File: src/hdl/dq_rsp_buf.sv
module dq_rsp_buf #(
   parameter int W = 8
) (
   input  logic         clock,
   input  logic         reset,
   input  logic         in_valid,
   output logic         in_ready,
   input  logic [W-1:0] in_data,
   output logic         out_valid,
   input  logic         out_ready,
   output logic [W-1:0] out_data
);

   logic         out_valid_ff, out_valid_in;
   logic [W-1:0] out_data_ff, out_data_in;
   logic         skid_valid_ff, skid_valid_in;
   logic [W-1:0] skid_data_ff, skid_data_in;
   logic         take;

   assign in_ready = !skid_valid_ff && !reset;
   assign take     = out_valid_ff && out_ready;

   always_comb begin
      out_valid_in  = out_valid_ff;
      out_data_in   = out_data_ff;
      skid_valid_in = skid_valid_ff;
      skid_data_in  = skid_data_ff;
      if (skid_valid_ff) begin
         if (take) begin
            out_data_in   = skid_data_ff;
            skid_valid_in = 1'b0;
         end
      end else if (in_valid) begin
         if (!out_valid_ff || take) begin
            out_valid_in = 1'b1;
            out_data_in  = in_data;
         end else begin
            skid_valid_in = 1'b1;
            skid_data_in  = in_data;
         end
      end else if (take) begin
         out_valid_in = 1'b0;
      end
   end

   always_ff @(posedge clock) begin
      if (reset) begin
         out_valid_ff  <= 1'b0;
         skid_valid_ff <= 1'b0;
      end else begin
         out_valid_ff  <= out_valid_in;
         skid_valid_ff <= skid_valid_in;
      end
      out_data_ff  <= out_data_in;
      skid_data_ff <= skid_data_in;
   end

   assign out_valid = out_valid_ff;
   assign out_data  = out_data_ff;

endmodule

File: config.mk
export PLATFORM = sky130hd
export DESIGN_NAME = dq_rsp_buf
export DESIGN_NICKNAME = d
export VERILOG_FILES = /design/src/hdl/dq_rsp_buf.sv
export SDC_FILE = /design/constraint.sdc
export NUM_CORES = 1
export LEC_CHECK = 0
export BUFFER_PORTS_ARGS = -buffer_cell sky130_fd_sc_hd__buf_2
export CAP_MARGIN = 20
export CORE_MARGIN = 1
export CORE_UTILIZATION = 51
export DETAILED_ROUTE_END_ITERATION = 10
export PLACE_DENSITY = 0.8
export SLEW_MARGIN = 30
export SYNTH_ARGS = -nofsm -noshare
export SYNTH_HDL_FRONTEND = slang
export SYNTH_SLANG_ARGS = --single-unit
File: constraint.sdc
create_clock -name clock -period 4 [get_ports clock]
set_input_delay 1.2 -clock clock [delete_from_list [all_inputs] [get_ports clock]]
set_output_delay 1.2 -clock clock [all_outputs]
set_load 0.02 [all_outputs]
[Yosys cells after proc, flatten, opt, wreduce, memory -nomap -nowiden]
Cells that the tools add are included.
Operators by class
  eq/ne operators: 2
  muxes and demuxes: 11
  bitwise gates (word level): 2
  reductions and logical operators: 12
Operators by type and width (number)
  8-bit 2-to-1 mux: 4
  3-bit AND reduction: 3
  1-bit 2-to-1 mux: 7
  2-bit nonzero test: 3
  2-bit by 1-bit inequality test with 1-bit output (second input constant): 2
  1-bit zero test: 3
  1-bit logical AND: 2
  1-bit inverter: 2
  1-bit logical OR: 1
Storage, ports and cells
  register bits: 18
  word-level logic and storage cells: 31

[Longest topological paths before layout]
  depth after elaboration: 5
  depth in mapped cells: 3

[Least setup slack after synthesis]
OpenSTA, ideal clock, no wires.
  path kind: in2out
  start: in reset
  end: out in_ready
  data arrival time: 1.480 ns
  required time: 2.800 ns
  setup slack: 1.320 ns
  stages on the path: 1
  path buffers: 0
  cell sequence: nor2_1
On the way
  cells in the longest elaborated chain, start to end: 2
RTL lines
  from (decl): RTL line 5  | input logic reset,
  1-bit zero test: RTL line 20  | assign in_ready = !skid_valid_ff && !reset;
  1-bit logical AND: RTL line 20
  to (decl): RTL line 7  | output logic in_ready,
Every way passes these cells.

[Worst setup path in the final report]
Same ends and word-level chain as after synthesis.

==> results by group <==
Layout
  • # nets final: 75
  • Post-Route Utilization: 71.2%
  • Share of layout cells above drive strength 1: around 56%
  • N_diodes: 0
  • # fillers: between 80 and 90
  • Layout area overhead: 21.2%

Synth
  • Seq/Total Area, Yosys: around three quarters
  • Leading area contributor after synthesis: edfxtp_1
  • Synth warn: 0
  • Synthesized area: ~700 sq um
  • Synth top area cells: edfxtp_1 69%, mux2_2 13%, dfxtp_1 5.7%
  • Synth cell types: 13
  • Syn Area/Cell: between 15 and 20 sq um
  • Mapped Cells: 38
  • Synth Register Bits: 18
  • Syn Nets: 50
  • Share of the synthesized area in the top cell type: between 60% and 70%

Worst setup path
  • Largest stage delay on the critical path: roughly 170 ps
  • CP Max Fanout: 4
  • WP data required: 2800 ps
  • Crit-path most repeated cell: buf_2
  • Setup crit start: reset
  • Worst setup SP type: primary input
  • Slowest CP cell: buf_2
  • Critical path type: in -> out
  • Buf/Inv on CP: 2
  • CP arrival: ~1600 ps
  • Crit. End Element: output port
  • Crit-path cells: buf_2 > nor2_1 > buf_2
  • FF-to-FF setup slack: ~2200 ps
  • Worst flop-to-flop path startpoint: skid_valid_ff
  • Crit path max-delay family: buffers and inverters
  • R2R Path End: out_data[4]
  • Reg2Reg Depth: 2

Clock tree
  • Post-CTS Setup Bufs: 0
  • TritonCTS clock tree: done
  • Clock transition at path regs: about 100 ps
  • Worst-Skew Late Latency: between 200 and 300 ps
  • CTS Buffer Depth: 2
  • Hold buffers post-CTS: 0
  • Post_cts resized: 0
  • Root Driver: clkbuf_4
  • H-Tree Depth: 1
  • Num CTS Buffers: 3
  • Sink Count: 18

Timing
  • Setup TNS: 0 ps
  • Final min period: 2770 ps
  • # setup viols final: 0
  • Rel. slew slack: between 40% and 50%
  • Clock Skew: ~2.5 ps
  • Maximum clock rate: ~360 MHz
  • Final slew viol count: 0
  • Min Hold Slack: ~560 ps
  • Worst Max-Slew Pin Slew: about 790 ps
  • RSZ-0062 raised after global routing: no
  • Final Hold Fails: 0
  • Final Cycle Share: a little under 70%

Floorplan
  • Die area: 0.00152 sq mm
  • Die Ht: around 40 microns
  • Site Rows: 12
  • Die W: slightly below 40 microns
  • Initial Util: around three fifths
  • CORE AREA: approximately 0.0012 sq mm
  • Ports: 22

Power
  • Total leakage power: roughly 0.33 nW
  • Peak VDD IR: ~0.35 mV
  • PwrDens: 443 mW/mm^2

Global route
  • First-pass GRT wire length: 1.47 mm
  • Vias in the first global route: 350
  • Largest net degree at the start of global routing: 15
  • Initial antenna violation count: 0
  • Gr usage total: approximately 16%
  • GRT Residual Overflow: 0

Routing
  • Final wirelength: around 1.0 mm
  • Detailed-route wire length per cell: 13.4 microns
  • Drt initial violations: 5
  • Drt pass-1 iters: 4
  • Via/cell ratio: between 5 and 6
  • Via count: between 300 and 400
  • DRC: 0
  • Detail Route Antenna Nets: 0

Worst hold path
  • Worst hold path stage count: 1
  • Hold/Removal Path Class: reg -> reg
  • Min-Delay Startpoint: skid_data_ff[6]
  • Hold endpoint: out_data[6]

Outcome
  • Outcome: completed

Placed design
  • Port bufs: 21
  • DPL Wire Length: 794 microns
  • Routability congestion estimate: 0.655

Flow run
  • Max-Cap Viols: 0
-- area by class of cell --
type	instances	area (sq um)	area share (%)
Clock buffer	4	36.3	4.30
Inverter	2	7.51	0.889
Multi-Input combinational cell	17	158	18.7
Sequential cell	18	520	61.6
Tap cell	14	17.5	2.07
Timing Repair Buffer	21	105	12.4
-- power breakdown --
part           total, mW  internal, mW  switching (mW)
combinational     0.0436        0.0192          0.0244
clock              0.106        0.0552          0.0511
sequential         0.224         0.218         0.00605
total              0.374         0.292          0.0815
-- cells in the mapped netlist (all sizes together) --
cell    number
a211oi       1
a21oi        2
and2b        1
and4bb       1
buf          1
dfxtp        2
edfxtp      16
inv          2
mux2         8
mux2i        1
nand2b       1
nor2         1
o32ai        1
-- metrics by stage --
| step | std cells | power [mW] | instance area, sq um | setup WS, ps |
|---|---|---|---|---|
| 2_1_floorplan | 38 | 0.256 | 697 | 1320 |
| 3_3_place_gp | 72 | 0.271 | 808 | 1250 |
| 3_5_place_dp | 72 | 0.273 | 808 | 1220 |
| 4_1_cts | 76 | 0.377 | 845 | 1220 |
| 5_1_grt | 76 | 0.387 | 845 | 1180 |
| 6_report | 76 | 0.374 | 845 | 1230 |
-- metal layers --
metal / vias to the layer above / GRT usage [%] / wire length (microns)
met4: 0 / 5.17 / 12
met1: 181 / 16.5 / 379
li1: 195 / - / -
met2: 14 / 28.3 / 575
met5: - / 0 / 0
met3: 2 / 5.20 / 49
-- worst max path at each step --
stage,depth (start not counted),endpoint,slack [ps]
floorplan,1,in_ready,1320
global placement,3,in_ready,1250
detailed placement,3,in_ready,1220
CTS,3,in_ready,1220
global route,3,in_ready,1180
finish,3,in_ready,1230
-- flip-flops by register name (all words and copies together) (netlist names) --
signal,count
skid_valid_ff,1
skid_data_ff,8
out_data,8
out_valid,1
-- cells by family (layout without fill, tap and decap cells) --
group / count (synthesis) / in the layout / share of synthesized area, %
buf+inv: 3 / 27 / 2.69
mux: 9 / 9 / 14.4
simple gates: 4 / 4 / 4.49
flops: 18 / 18 / 74.7
compound gates: 4 / 4 / 3.77
-- cells in the final DEF (no fill, tap or decap), drive strengths merged --
cell	count
inv	2
nand2b	1
dfxtp	2
mux2	8
clkbuf	4
nor2	1
and4bb	1
a211oi	1
mux2i	1
o32ai	1
and2b	1
edfxtp	16
a21oi	2
buf	21
Note: power is estimated with default switching activity, not from simulation.
