**src/hdl/dq_pkg.sv**
```systemverilog
package dq_pkg;

   localparam int DEPTH_DEFAULT = 64;
   localparam int WORD_W = 32;
   localparam int OP_W = 3;
   localparam int STATUS_W = 2;

   typedef enum logic [OP_W-1:0] {
      OP_PUSH_BACK  = 3'd0,
      OP_PUSH_FRONT = 3'd1,
      OP_POP_BACK   = 3'd2,
      OP_POP_FRONT  = 3'd3,
      OP_PEEK_BACK  = 3'd4,
      OP_PEEK_FRONT = 3'd5,
      OP_CLEAR      = 3'd6
   } op_type;

   typedef enum logic [STATUS_W-1:0] {
      ST_OK    = 2'd0,
      ST_EMPTY = 2'd1,
      ST_FULL  = 2'd2
   } status_type;

   // shift controls broadcast to every cell, already qualified by full/empty
   typedef struct packed {
      logic push_front;
      logic push_back;
      logic pop_front;
   } cell_ctrl_type;

endpackage

```
**src/hdl/dq_cell.sv**
```systemverilog
module dq_cell #(
   parameter int INDEX = 0,
   parameter int CNT_W = 7
) (
   input  logic                      clock,
   input  dq_pkg::cell_ctrl_type     ctrl,
   input  logic [CNT_W-1:0]          count,
   input  logic [dq_pkg::WORD_W-1:0] left_word,
   input  logic [dq_pkg::WORD_W-1:0] right_word,
   input  logic [dq_pkg::WORD_W-1:0] push_word,
   output logic [dq_pkg::WORD_W-1:0] word,
   output logic [dq_pkg::WORD_W-1:0] back_word
);
   import dq_pkg::*;

   localparam logic [CNT_W-1:0] IDX    = CNT_W'(INDEX);
   localparam logic [CNT_W-1:0] IDX_P1 = CNT_W'(INDEX + 1);

   logic [WORD_W-1:0] word_ff;
   logic [WORD_W-1:0] word_in;

   always_comb begin
      word_in = word_ff;
      if (ctrl.push_front) begin
         word_in = (INDEX == 0) ? push_word : left_word;
      end else if (ctrl.push_back && (count == IDX)) begin
         word_in = push_word;
      end else if (ctrl.pop_front) begin
         word_in = right_word;
      end
   end

   always_ff @(posedge clock) begin
      word_ff <= word_in;
   end

   assign word      = word_ff;
   assign back_word = (count == IDX_P1) ? word_ff : '0;

endmodule

```
**config.mk**
```make
export PLATFORM = sky130hd
export DESIGN_NAME = dq_cell
export DESIGN_NICKNAME = d
export VERILOG_FILES = /design/src/hdl/dq_pkg.sv /design/src/hdl/dq_cell.sv
export SDC_FILE = /design/constraint.sdc
export NUM_CORES = 1
export LEC_CHECK = 0
export ABC_AREA = 1
export ABC_CLOCK_PERIOD_IN_PS = 2000
export BUFFER_PORTS_ARGS = -buffer_cell sky130_fd_sc_hd__buf_2
export CORE_MARGIN = 5
export CORE_UTILIZATION = 37
export CTS_BUF_LIST = sky130_fd_sc_hd__clkbuf_2 sky130_fd_sc_hd__clkbuf_4 sky130_fd_sc_hd__clkbuf_8
export CTS_CLUSTER_DIAMETER = 40
export DETAILED_ROUTE_END_ITERATION = 10
export PLACE_DENSITY = 0.82
export SYNTH_ARGS = -nofsm -noshare
export SYNTH_HDL_FRONTEND = slang
export SYNTH_SLANG_ARGS = --single-unit
```
**constraint.sdc**
```tcl
create_clock -name clock -period 2 [get_ports clock]
set_input_delay 0.2 -clock clock [delete_from_list [all_inputs] [get_ports clock]]
set_output_delay 0.2 -clock clock [all_outputs]
set_load 0.02 [all_outputs]
```
# Word-level counts from Yosys, hierarchy flattened
# Cells that the tools add are included.
word_totals:
  register_bits: 32
  input_bits: 107
  out_inout_bits: 64
  word_cells: 9
classes:
  eq_ne: 1
  n_mux: 4
  n_reduce_logical: 3
ops:
  columns: ["op", "n"]
  rows:
  - ["$mux 32", 4]
  - ["$eq 7x1->1 const B", 1]
  - ["$logic_not 7->1", 1]
  - ["$reduce_bool 3->1", 1]
  - ["$logic_and 1x1->1", 1]

# Longest topological paths before layout
# Gate-level depths: netlist (run 1).
depth:
  ltp_word: 4
  ltp_mapped: 7
  mapped_depth_nobuf: 6

# Worst setup path before layout (run 1)
# No wires, ideal clock.
synth_timing:
  path_kind: "input to register"
  start: "input port count[6]"
  end: "register word_ff[0], in the netlist word[0] (enable)"
  setup_time_ns: 0.389
  t_arrival_ns: 1.407
  required_ns: 1.611
  setup_slack_ns: 0.203
  stages: 4
  n_path_buf: 1
  path_cell_list: "nor2_2 > nand4_2 > buf_2 > nand2_1"
synth_via:
  elab_chain_len: 3
synth_rtl:
  columns: ["element", "line", "rtl"]
  rows:
  - ["start, declared", "dq_cell.sv:7", "input logic [CNT_W-1:0] count,"]
  - ["$logic_not 7->1", "dq_cell.sv:26", "end else if (ctrl.push_back && (count == IDX)) begin"]
  - ["$logic_and 1x1->1", "dq_cell.sv:26", null]
  - ["$reduce_bool 3->1 (no line)", null, null]
  - ["end signal, assigned", "dq_cell.sv:34", "word_ff <= word_in;"]
  - ["end, declared", "dq_cell.sv:19", "logic [WORD_W-1:0] word_ff;"]
# Every way passes these cells.
# A chain may end at the register's enable or synchronous reset.

# Worst setup path in the final report (run 1)
layout_timing:
  start: "input port count[3]"
  end: "register word_ff[28], in the netlist word[28] (data pin)"
layout_via:
  elab_chain_len: 4
layout_rtl:
  columns: ["element", "line", "rtl"]
  rows:
  - ["$logic_not 7->1", "dq_cell.sv:26", null]
  - ["$logic_and 1x1->1", "dq_cell.sv:26", null]
  - ["$mux 32", "dq_cell.sv:26", null]
  - ["$mux 32", "dq_cell.sv:24", "if (ctrl.push_front) begin"]
  - ["net word_in[28]", "dq_cell.sv:20", "logic [WORD_W-1:0] word_in;"]
# The timed path passes the listed nets, and every way through them passes these cells.

==> impl_metrics.json, run 1 <==
{
  "portBuffers": 138,
  "wl_per_cell_um": 12.2,
  "gr-total-overflow": 0,
  "yosysMostFrequentCell": "nand2_1",
  "synth.avg_cell_area_um2": 8.07,
  "ctsRootBufferMaster": "clkbuf_8",
  "crit_fanout": 32,
  "crit_arrival_ns": 1.50,
  "post_cts_buffers": 0,
  "grt_max_degree": 33,
  "first_global_vias": 1794,
  "dieWidth_um": 78.5,
  "grt_use_total": 0.161,
  "post_cts_resized": 0,
  "dieHeight_um": 78.5,
  "synth_edf_count": 32,
  "hold_class": "in2reg",
  "ctsHoldBuffers": 0,
  "netlist.area_leader.share": 0.554,
  "vias_per_cell": 4.52,
  "dp_slack_ns": 0.338,
  "critPathTopFamily": "simple AND/OR/NAND/NOR gates",
  "crit_top_cell": "nand2_1",
  "synth_area_leader_cell": "edfxtp_1",
  "drv_slew": 0,
  "syn_area_um2": 1740,
  "postSynth.asyncResetShare": 0,
  "maxCapViolCount": 0,
  "nets": 461,
  "dp_cells": 401,
  "ys_seq_area_frac": 0.554,
  "clock_sinks": 32,
  "drive_gt1_frac": 0.442,
  "gp_congestion": 0.790,
  "placedInstanceArea_um2": 2470,
  "worstPathRequired_ns": 2.14,
  "fin_tns_setup_ns": 0,
  "slew_headroom": 0.608,
  "rsz0062_at_grt": "no",
  "ioPinCount": 171,
  "route.detailed.drc": 0,
  "power_w": 0.00184,
  "cts_tree": "done",
  "yosysWarnings": 0,
  "dp_hpwl_mm": 3.78,
  "setup-violations-final": 0,
  "stdcell_count": 409,
  "syn_inst": 215,
  "synth_top_flop_cell": "edfxtp_1",
  "ir_drop_mv": 0.345,
  "drt_wl_total_mm": 5.00,
  "fin_crit_sh": 0.679,
  "area_growth_syn_to_layout_pct": 48.6,
  "slowest_delay_ns": 0.46,
  "syn_nets": 322,
  "fmax_mhz": 736,
  "yosysUniqueCellTypes": 13,
  "grt_first_pass_wirelength_mm": 7.91,
  "cpMaxStageDelayCell": "nand2_2",
  "synth.area.top_cells": "edfxtp_1 (55%), nand2_1 (14%), nand3_1 (9.2%)",
  "stdcell_area_um2": 2580,
  "dr.pass1.iters": 4,
  "drt-initial-drc-count": 93,
  "powerDensity_nw_per_um2": 715,
  "cellLeakagePower_nw": 1.55,
  "hold_viol": 0,
  "crit_type": "in2reg",
  "period_needed_ns": 1.36,
  "antenna_found_initial": 0,
  "ys_top_cells_by_count": "nand2_1 (65), inv_1 (34), nor2_1 (34), edfxtp_1 (32), nand3_1 (32)",
  "die_area_um2": 6160,
  "initial_utilization": 0.375,
  "num_vias": 1848,
  "cts_buffer_depth": 2,
  "postRouteAntennaNets": 0,
  "path_clk_slew_ns": 0.07,
  "setup.worst_path.start_class": "primary input",
  "tightest_slew_ns": 0.586,
  "layout_setup_ws_ns": 0.641,
  "n_antenna_cell": 0,
  "cp_num_buf_inv": 2,
  "crit_chain": "buf_2 > nor2_2 > nand4_2 > buf_4 > nand2_2 > nand2_1 > nand2_1",
  "end_kind": "flop",
  "status": "complete, no violations",
  "largest_reg_flops": 32,
  "rows": 25,
  "numCtsBuffers": 5,
  "core_region_area_um2": 4630,
  "synth_seq_cells": 32,
  "htreeDepth": 2
}
-- tightest hold or removal path, stage by stage --
cell,delay [ns]
buf_2,0.07
nand2_1,0.04
nand2_1,0.04
-- per-stage QoR --
stage	util	hold WS, ns
after floorplan	-	0.379
after global placement	0.533	0.463
after detailed placement	0.533	0.468
after CTS	0.557	0.173
after global routing	0.557	0.181
final	0.557	0.186
-- path summary, 6_finish.rpt --
check	from	end	slack (ns)	cells past startpoint
max	count[3]	word[28]	0.64	7
min	push_word[17]	word[17]	0.19	3
-- layout make-up --
| type | instances | area (µm²) |
|---|---|---|
| Clock buffer | 6 | 76.3 |
| Clock inverter | 2 | 35.0 |
| Fill cell | 421 | 2050 |
| Inverter | 34 | 128 |
| Multi-Input combinational cell | 137 | 576 |
| Sequential cell | 32 | 961 |
| Tap cell | 54 | 67.6 |
| Timing Repair Buffer | 144 | 736 |
-- per-layer routing --
layer / wire length [µm] / GRT usage
met1: 1910 / 0.180
met2: 2630 / 0.297
met3: 392 / 0.0344
met4: 72 / 0.0629
met5: 0 / 0
-- report_power, final --
| part | total (W) | switching, W | leakage [nW] | internal [W] |
|---|---|---|---|---|
| logic | 0.000369 | 0.000227 | 1.16 | 0.000142 |
| clock network | 0.000611 | 0.000228 | 0.0586 | 0.000383 |
| registers | 0.000864 | 0.0000362 | 0.330 | 0.000827 |
| total | 0.00184 | 0.000492 | 1.55 | 0.00135 |
-- logic make-up after synthesis --
group / Yosys count / synth area share
AND/OR/NAND/NOR: 137 / 0.332
buffers and inverters: 46 / 0.115
flip-flops: 32 / 0.554
-- placed cells by master, fill, tap and decap left out --
| cell type | n |
|---|---|
| buf_2 | 138 |
| nand2_1 | 65 |
| inv_1 | 34 |
| nor2_1 | 34 |
| nand3_1 | 32 |
| edfxtp_1 | 32 |
| buf_4 | 6 |
| clkbuf_8 | 5 |
| nor2_2 | 3 |
| nand4_2 | 1 |
| nand2_2 | 1 |
| nand4_1 | 1 |
| clkinv_2 | 1 |
| bufinv_16 | 1 |
| clkbuf_4 | 1 |
Note: power is estimated with default switching activity, not from simulation.
==> inputs of run 2 (changes only) <==
--- a/config.mk
+++ b/config.mk
@@ -5,8 +5,8 @@
 export SDC_FILE = /design/constraint.sdc
 export NUM_CORES = 1
 export LEC_CHECK = 0
-export ABC_AREA = 1
-export ABC_CLOCK_PERIOD_IN_PS = 2000
+export ABC_AREA = 0
+export ABC_CLOCK_PERIOD_IN_PS = 1400
 export BUFFER_PORTS_ARGS = -buffer_cell sky130_fd_sc_hd__buf_2
 export CORE_MARGIN = 5
 export CORE_UTILIZATION = 37
==> constraint.sdc (replaced) <==
create_clock -name clock -period 1.4 [get_ports clock]
set_input_delay 0.14 -clock clock [delete_from_list [all_inputs] [get_ports clock]]
set_output_delay 0.14 -clock clock [all_outputs]
set_load 0.02 [all_outputs]
==> run 2 against run 1 <==
  * Worst setup slack lost 0.62 ns
  * Area after synthesis grew 0.50%
  * Sequential cell count is the same
  * Core utilization grew 4.3 points
  * Critical endpoint is now back_word[10]
  * Wire length shrank 3.5%
  * Global-route usage shrank 1.2 points
  * Critical path type is now in2out
  * Critical path depth shrank 1
  * Total power grew 35%
==> impl_metrics.json, run 2 <==
{
  "status": "complete, no violations",
  "htreeDepth": 2,
  "fmax_mhz": 727,
  "num_vias": 1393,
  "synth.area.top_cells": "edfxtp_1 (55%), mux2_4 (25%), and2_1 (11%)",
  "largest_reg_flops": 32,
  "vias_per_cell": 4.46,
  "cellLeakagePower_nw": 1.41,
  "synth_seq_cells": 32,
  "numCtsBuffers": 5,
  "synth_adder_area_share": 0,
  "drt-initial-drc-count": 47,
  "synth_top_family_by_area": "multiplexers",
  "power_w": 0.00249,
  "dp_cells": 303,
  "hp-start": "right_word[0]",
  "stdcell_area_um2": 2800,
  "dr.pass1.iters": 4,
  "gp_congestion": 0.797,
  "wl_per_cell_um": 15.5,
  "ioPinCount": 171,
  "yosysWarnings": 0,
  "yosysUniqueCellTypes": 12,
  "synth_top_flop_cell": "edfxtp_1",
  "route.detailed.drc": 0,
  "dieWidth_um": 78.7,
  "maxCapViolCount": 0,
  "nets": 364,
  "synth_edf_count": 32,
  "final_common_cell": "buf_2",
  "dp_hpwl_mm": 3.94,
  "powerDensity_nw_per_um2": 890,
  "postSynth.asyncResetShare": 0,
  "crit_fanout": 7,
  "clock_sinks": 32,
  "final_cell_mix": "buf_2 (107), edfxtp_1 (32), and2_1 (31)",
  "dp_slack_ns": -0.192,
  "setup-violations-final": 0,
  "hold_class": "in2reg",
  "grt_max_degree": 18,
  "path_clk_slew_ns": 0.06,
  "grt_first_pass_wirelength_mm": 6.98,
  "syn_inst": 108,
  "crit_arrival_ns": 1.24,
  "antenna_found_initial": 0,
  "setup.worst_path.start_class": "primary input",
  "hold_viol": 0,
  "n_antenna_cell": 0,
  "die_area_um2": 6190,
  "core_region_area_um2": 4660,
  "synth_area_leader_cell": "edfxtp_1",
  "synth_mux_area_frac": 0.269,
  "dieHeight_um": 78.7,
  "gr-total-overflow": 0,
  "crit_type": "in2out",
  "cts_buffer_depth": 2,
  "rsz0062_at_grt": "yes",
  "synth.avg_cell_area_um2": 16.1,
  "stdcell_count": 312,
  "grt_use_total": 0.149,
  "cts_tree": "done",
  "ys_top_cells_by_count": "and2_1 (32), edfxtp_1 (32), mux2_4 (29)",
  "first_global_vias": 1408,
  "layout_setup_ws_ns": 0.0245,
  "final_util": 0.600,
  "rows": 25,
  "area_growth_syn_to_layout_pct": 60.3,
  "drive_gt1_frac": 0.744,
  "synth-simple-area-share": 0.136,
  "ir_drop_mv": 0.489,
  "placedInstanceArea_um2": 2580,
  "fin_crit_sh": 0.982,
  "drv_slew": 0,
  "syn_nets": 215,
  "tightest_slew_ns": 0.269,
  "initial_utilization": 0.374,
  "postRouteAntennaNets": 0,
  "worstHoldPathCells": 2,
  "portBuffers": 138,
  "min_to": "word[0]",
  "netlist.area_leader.share": 0.551,
  "slew_headroom": 0.820,
  "drt_wl_total_mm": 4.83,
  "period_needed_ns": 1.38,
  "worstPathRequired_ns": 1.26,
  "ctsRootBufferMaster": "clkbuf_8",
  "synth_compound_area_frac": 0.0158,
  "end_kind": "output pin",
  "synth-xor-area-share": 0,
  "syn_area_um2": 1740,
  "ys_seq_area_frac": 0.551
}
## run 2: changes by cell type after synthesis, moves of 3 or more
cell | previous run | this run
nor2_2 | 3 | 0
nand3_1 | 32 | 0
buf_2 | 3 | 0
and2_1 | 0 | 32
inv_1 | 34 | 1
mux2_4 | 0 | 29
nor2_1 | 34 | 1
nand2_1 | 65 | 0
mux2_2 | 0 | 3
## run 2: how the worst max path moves through the flow
stage               depth (start not counted)  slack (ns)     start             to
floorplan                                   4       -0.06  count[5]        word[0]
global placement                            6       -0.18  count[5]        word[8]
detailed placement                          6       -0.19  count[5]        word[4]
CTS                                         6        0.01  count[1]  back_word[20]
global route                                6       -0.04  count[1]  back_word[15]
finish                                      6        0.02  count[1]  back_word[10]
## run 2: layer usage
metal  track usage  up-vias  part of all wire
li1              -      686                 -
met4        0.0699        0             0.024
met5             0        -                 0
met3        0.0378       12             0.081
met1         0.158      615              0.36
met2         0.273       80              0.54
## run 2: cells by family after synthesis
family,count (synthesis)
multiplexers,32
AO/OA/AOI/OAI,1
AND/OR/NAND/NOR,36
buffers and inverters,7
flip-flops,32
## run 2: area by class of cell
| class | instances | area (µm²) |
|---|---|---|
| Sequential cell | 32 | 961 |
| Timing Repair Buffer | 148 | 927 |
| Tap cell | 54 | 67.6 |
| Fill cell | 366 | 1860 |
| Inverter | 1 | 3.75 |
| Clock inverter | 1 | 3.75 |
| Clock buffer | 7 | 83.8 |
| Multi-Input combinational cell | 69 | 749 |
## run 2: report_power, final
| part | total [W] | switching (W) | leakage [nW] | internal, W |
|---|---|---|---|---|
| Clock | 0.000684 | 0.000300 | 0.0467 | 0.000384 |
| Sequential | 0.00123 | 0.0000490 | 0.326 | 0.00118 |
| Combinational | 0.000573 | 0.000286 | 1.04 | 0.000286 |
## run 2: timing repair
action	in CTS	in global routing
cloned	0	0
pin swaps	2	1
setup endpoints to repair	32	31
resized for setup	5	38
hold buffers	0	0
endpoints found under the hold margin	0	0
setup buffers	1	0
## run 2: stage by stage
step	hold slack, ns	setup TNS, ns
6_report	0.159	0
5_1_grt	0.143	-0.396
4_1_cts	0.147	0
3_5_place_dp	0.443	-14.18
3_3_place_gp	0.440	-13.06
2_1_floorplan	0.357	-1.89
## run 2: worst max-delay path: stages
cell    delay [ns]
buf_2         0.11
nor4_4        0.28
and3_4        0.26
buf_4         0.15
and2_4        0.15
buf_4         0.14
==> inputs of run 3 (changes only) <==
--- a/config.mk
+++ b/config.mk
@@ -14,6 +14,7 @@
 export CTS_CLUSTER_DIAMETER = 40
 export DETAILED_ROUTE_END_ITERATION = 10
 export PLACE_DENSITY = 0.82
+export REMOVE_ABC_BUFFERS = 1
 export SYNTH_ARGS = -nofsm -noshare
 export SYNTH_HDL_FRONTEND = slang
 export SYNTH_SLANG_ARGS = --single-unit
==> run 3 against run 2 <==
  * The run now ends with setup timing left
  * Cell count down 0.64%
  * Non-clock buffer count up 1
  * Wire length down 2.1%
  * Highest routed layer unchanged
==> impl_metrics.json, run 3 (same netlist as run 2, synthesis figures left out) <==
{
  "status": "finished with violations",
  "violations": "setup timing",
  "drt_wl_total_mm": 4.73,
  "power_frac_seq": 0.509,
  "final_cell_mix": "buf_2 (126), and2_1 (32), edfxtp_1 (32)",
  "grt_max_degree": 19,
  "switching_share": 0.255,
  "cpMaxStageDelayCell": "mux2_4",
  "drt-initial-drc-count": 27,
  "antenna_found_initial": 0,
  "ctsRootBufferMaster": "clkbuf_8",
  "dieHeight_um": 78.7,
  "powerDensity_nw_per_um2": 880,
  "cellLeakagePower_nw": 1.41,
  "slowest_delay_ns": 0.30,
  "route.detailed.drc": 0,
  "crit_chain": "buf_6 > nor4_4 > buf_4 > a41oi_4 > clkbuf_16 > mux2_4",
  "grt_use_total": 0.143,
  "die_area_um2": 6190,
  "gp_congestion": 0.771,
  "rsz0062_at_grt": "yes",
  "postRouteAntennaNets": 0,
  "wl_per_cell_um": 15.2,
  "grt_first_pass_wirelength_mm": 6.77,
  "nets": 365,
  "end_kind": "flop",
  "crit_type": "in2reg",
  "maxCapViolCount": 0,
  "rows": 25,
  "setup.worst_path.start_class": "primary input",
  "fill_cells": 371,
  "worst-path-stages": 6,
  "drive_gt1_frac": 0.738,
  "layout_setup_ws_ns": -0.0209,
  "n_antenna_cell": 0,
  "crit_arrival_ns": 1.44,
  "period_needed_ns": 1.42,
  "first_global_vias": 1415,
  "crit_start": "count[1]",
  "htreeDepth": 2,
  "setup-violations-final": 9,
  "num_vias": 1398,
  "dieWidth_um": 78.7,
  "power_w": 0.00241,
  "fin_crit_sh": 1.01,
  "clock_sinks": 32,
  "final_common_cell": "buf_2",
  "drv_slew": 0,
  "critPathTopFamily": "buffers and inverters",
  "crit_end": "word[3]",
  "portBuffers": 138,
  "hold_viol": 0,
  "fmax_mhz": 704,
  "path_clk_slew_ns": 0.06,
  "core_region_area_um2": 4660,
  "numCtsBuffers": 5,
  "dp_hpwl_mm": 3.75,
  "ir_drop_mv": 0.413,
  "fin_hold_ws_ns": 0.168,
  "worstPathRequired_ns": 1.42,
  "crit_fanout": 9,
  "area_growth_syn_to_layout_pct": 57.0,
  "hold_class": "in2reg",
  "power_frac_comb": 0.242,
  "largest_reg_flops": 32,
  "ctsHoldBuffers": 0,
  "cts_tree": "done",
  "ioPinCount": 171,
  "cp_num_buf_inv": 3,
  "dr.pass1.iters": 3,
  "vias_per_cell": 4.51,
  "clockPowerShare": 0.249,
  "cts_buffer_depth": 2,
  "gr-total-overflow": 0,
  "initial_utilization": 0.374,
  "internal_power_w": 0.00180,
  "tightest_slew_ns": 0.417,
  "p_sw_w": 0.000614,
  "slew_headroom": 0.721
}
run 3: cell type report:
cell class	count	area (µm²)	share of cell area
repair buffers	149	895	0.327
flip-flops and latches	32	961	0.351
multi-input cells	69	743	0.271
well taps	54	67.6	0.0247
inverters	1	3.75	0.00137
clock buffers	5	68.8	0.0251
run 3: what timing repair did:
| item | CTS | global route |
|---|---|---|
| buffers inserted | 1 | 3 |
| gates cloned | 0 | 1 |
| endpoints found under the setup margin | 32 | 88 |
| pin swaps | 1 | 1 |
| resized for setup | 4 | 14 |
run 3: worst min path at each step:
stage                          to  depth (start not counted)           from  slack [ns]
after floorplan           word[0]                          1  right_word[0]        0.36
final                     word[1]                          2   push_word[1]        0.17
after global routing      word[5]                          2  right_word[5]        0.16
after CTS                 word[5]                          2   push_word[5]        0.16
after global placement    word[2]                          2  right_word[2]        0.44
after detailed placement  word[1]                          2   push_word[1]        0.44
run 3: power groups by stage:
stage | clock (W) | combinational [W] | sequential (W)
after detailed placement | 0 | 0.000564 | 0.00125
after global routing | 0.000660 | 0.000619 | 0.00124
final | 0.000599 | 0.000584 | 0.00123
after floorplan | 0 | 0.000171 | 0.00138
after CTS | 0.000629 | 0.000571 | 0.00123
after global placement | 0 | 0.000552 | 0.00125
run 3: layer usage:
layer  wire (µm)  vias up  part of all wire  track usage
met5           0        -                 0            0
met4          61        0             0.013       0.0472
met3         475        6              0.10       0.0573
met2        2510       78              0.53        0.267
met1        1680      626              0.36        0.142
li1            -      688                 -            -
run 3: through the flow:
stage	instance area [µm²]	instances	setup slack [ns]	TNS, ns	util
2_1_floorplan	1700	102	-1.25	-54.49	-
3_3_place_gp	2550	300	-0.238	-13.33	0.548
3_5_place_dp	2550	300	-0.272	-15.52	0.548
4_1_cts	2650	306	-0.0189	-0.178	0.569
5_1_grt	2740	310	-0.0712	-2.90	0.588
6_report	2740	310	-0.0209	-0.140	0.588
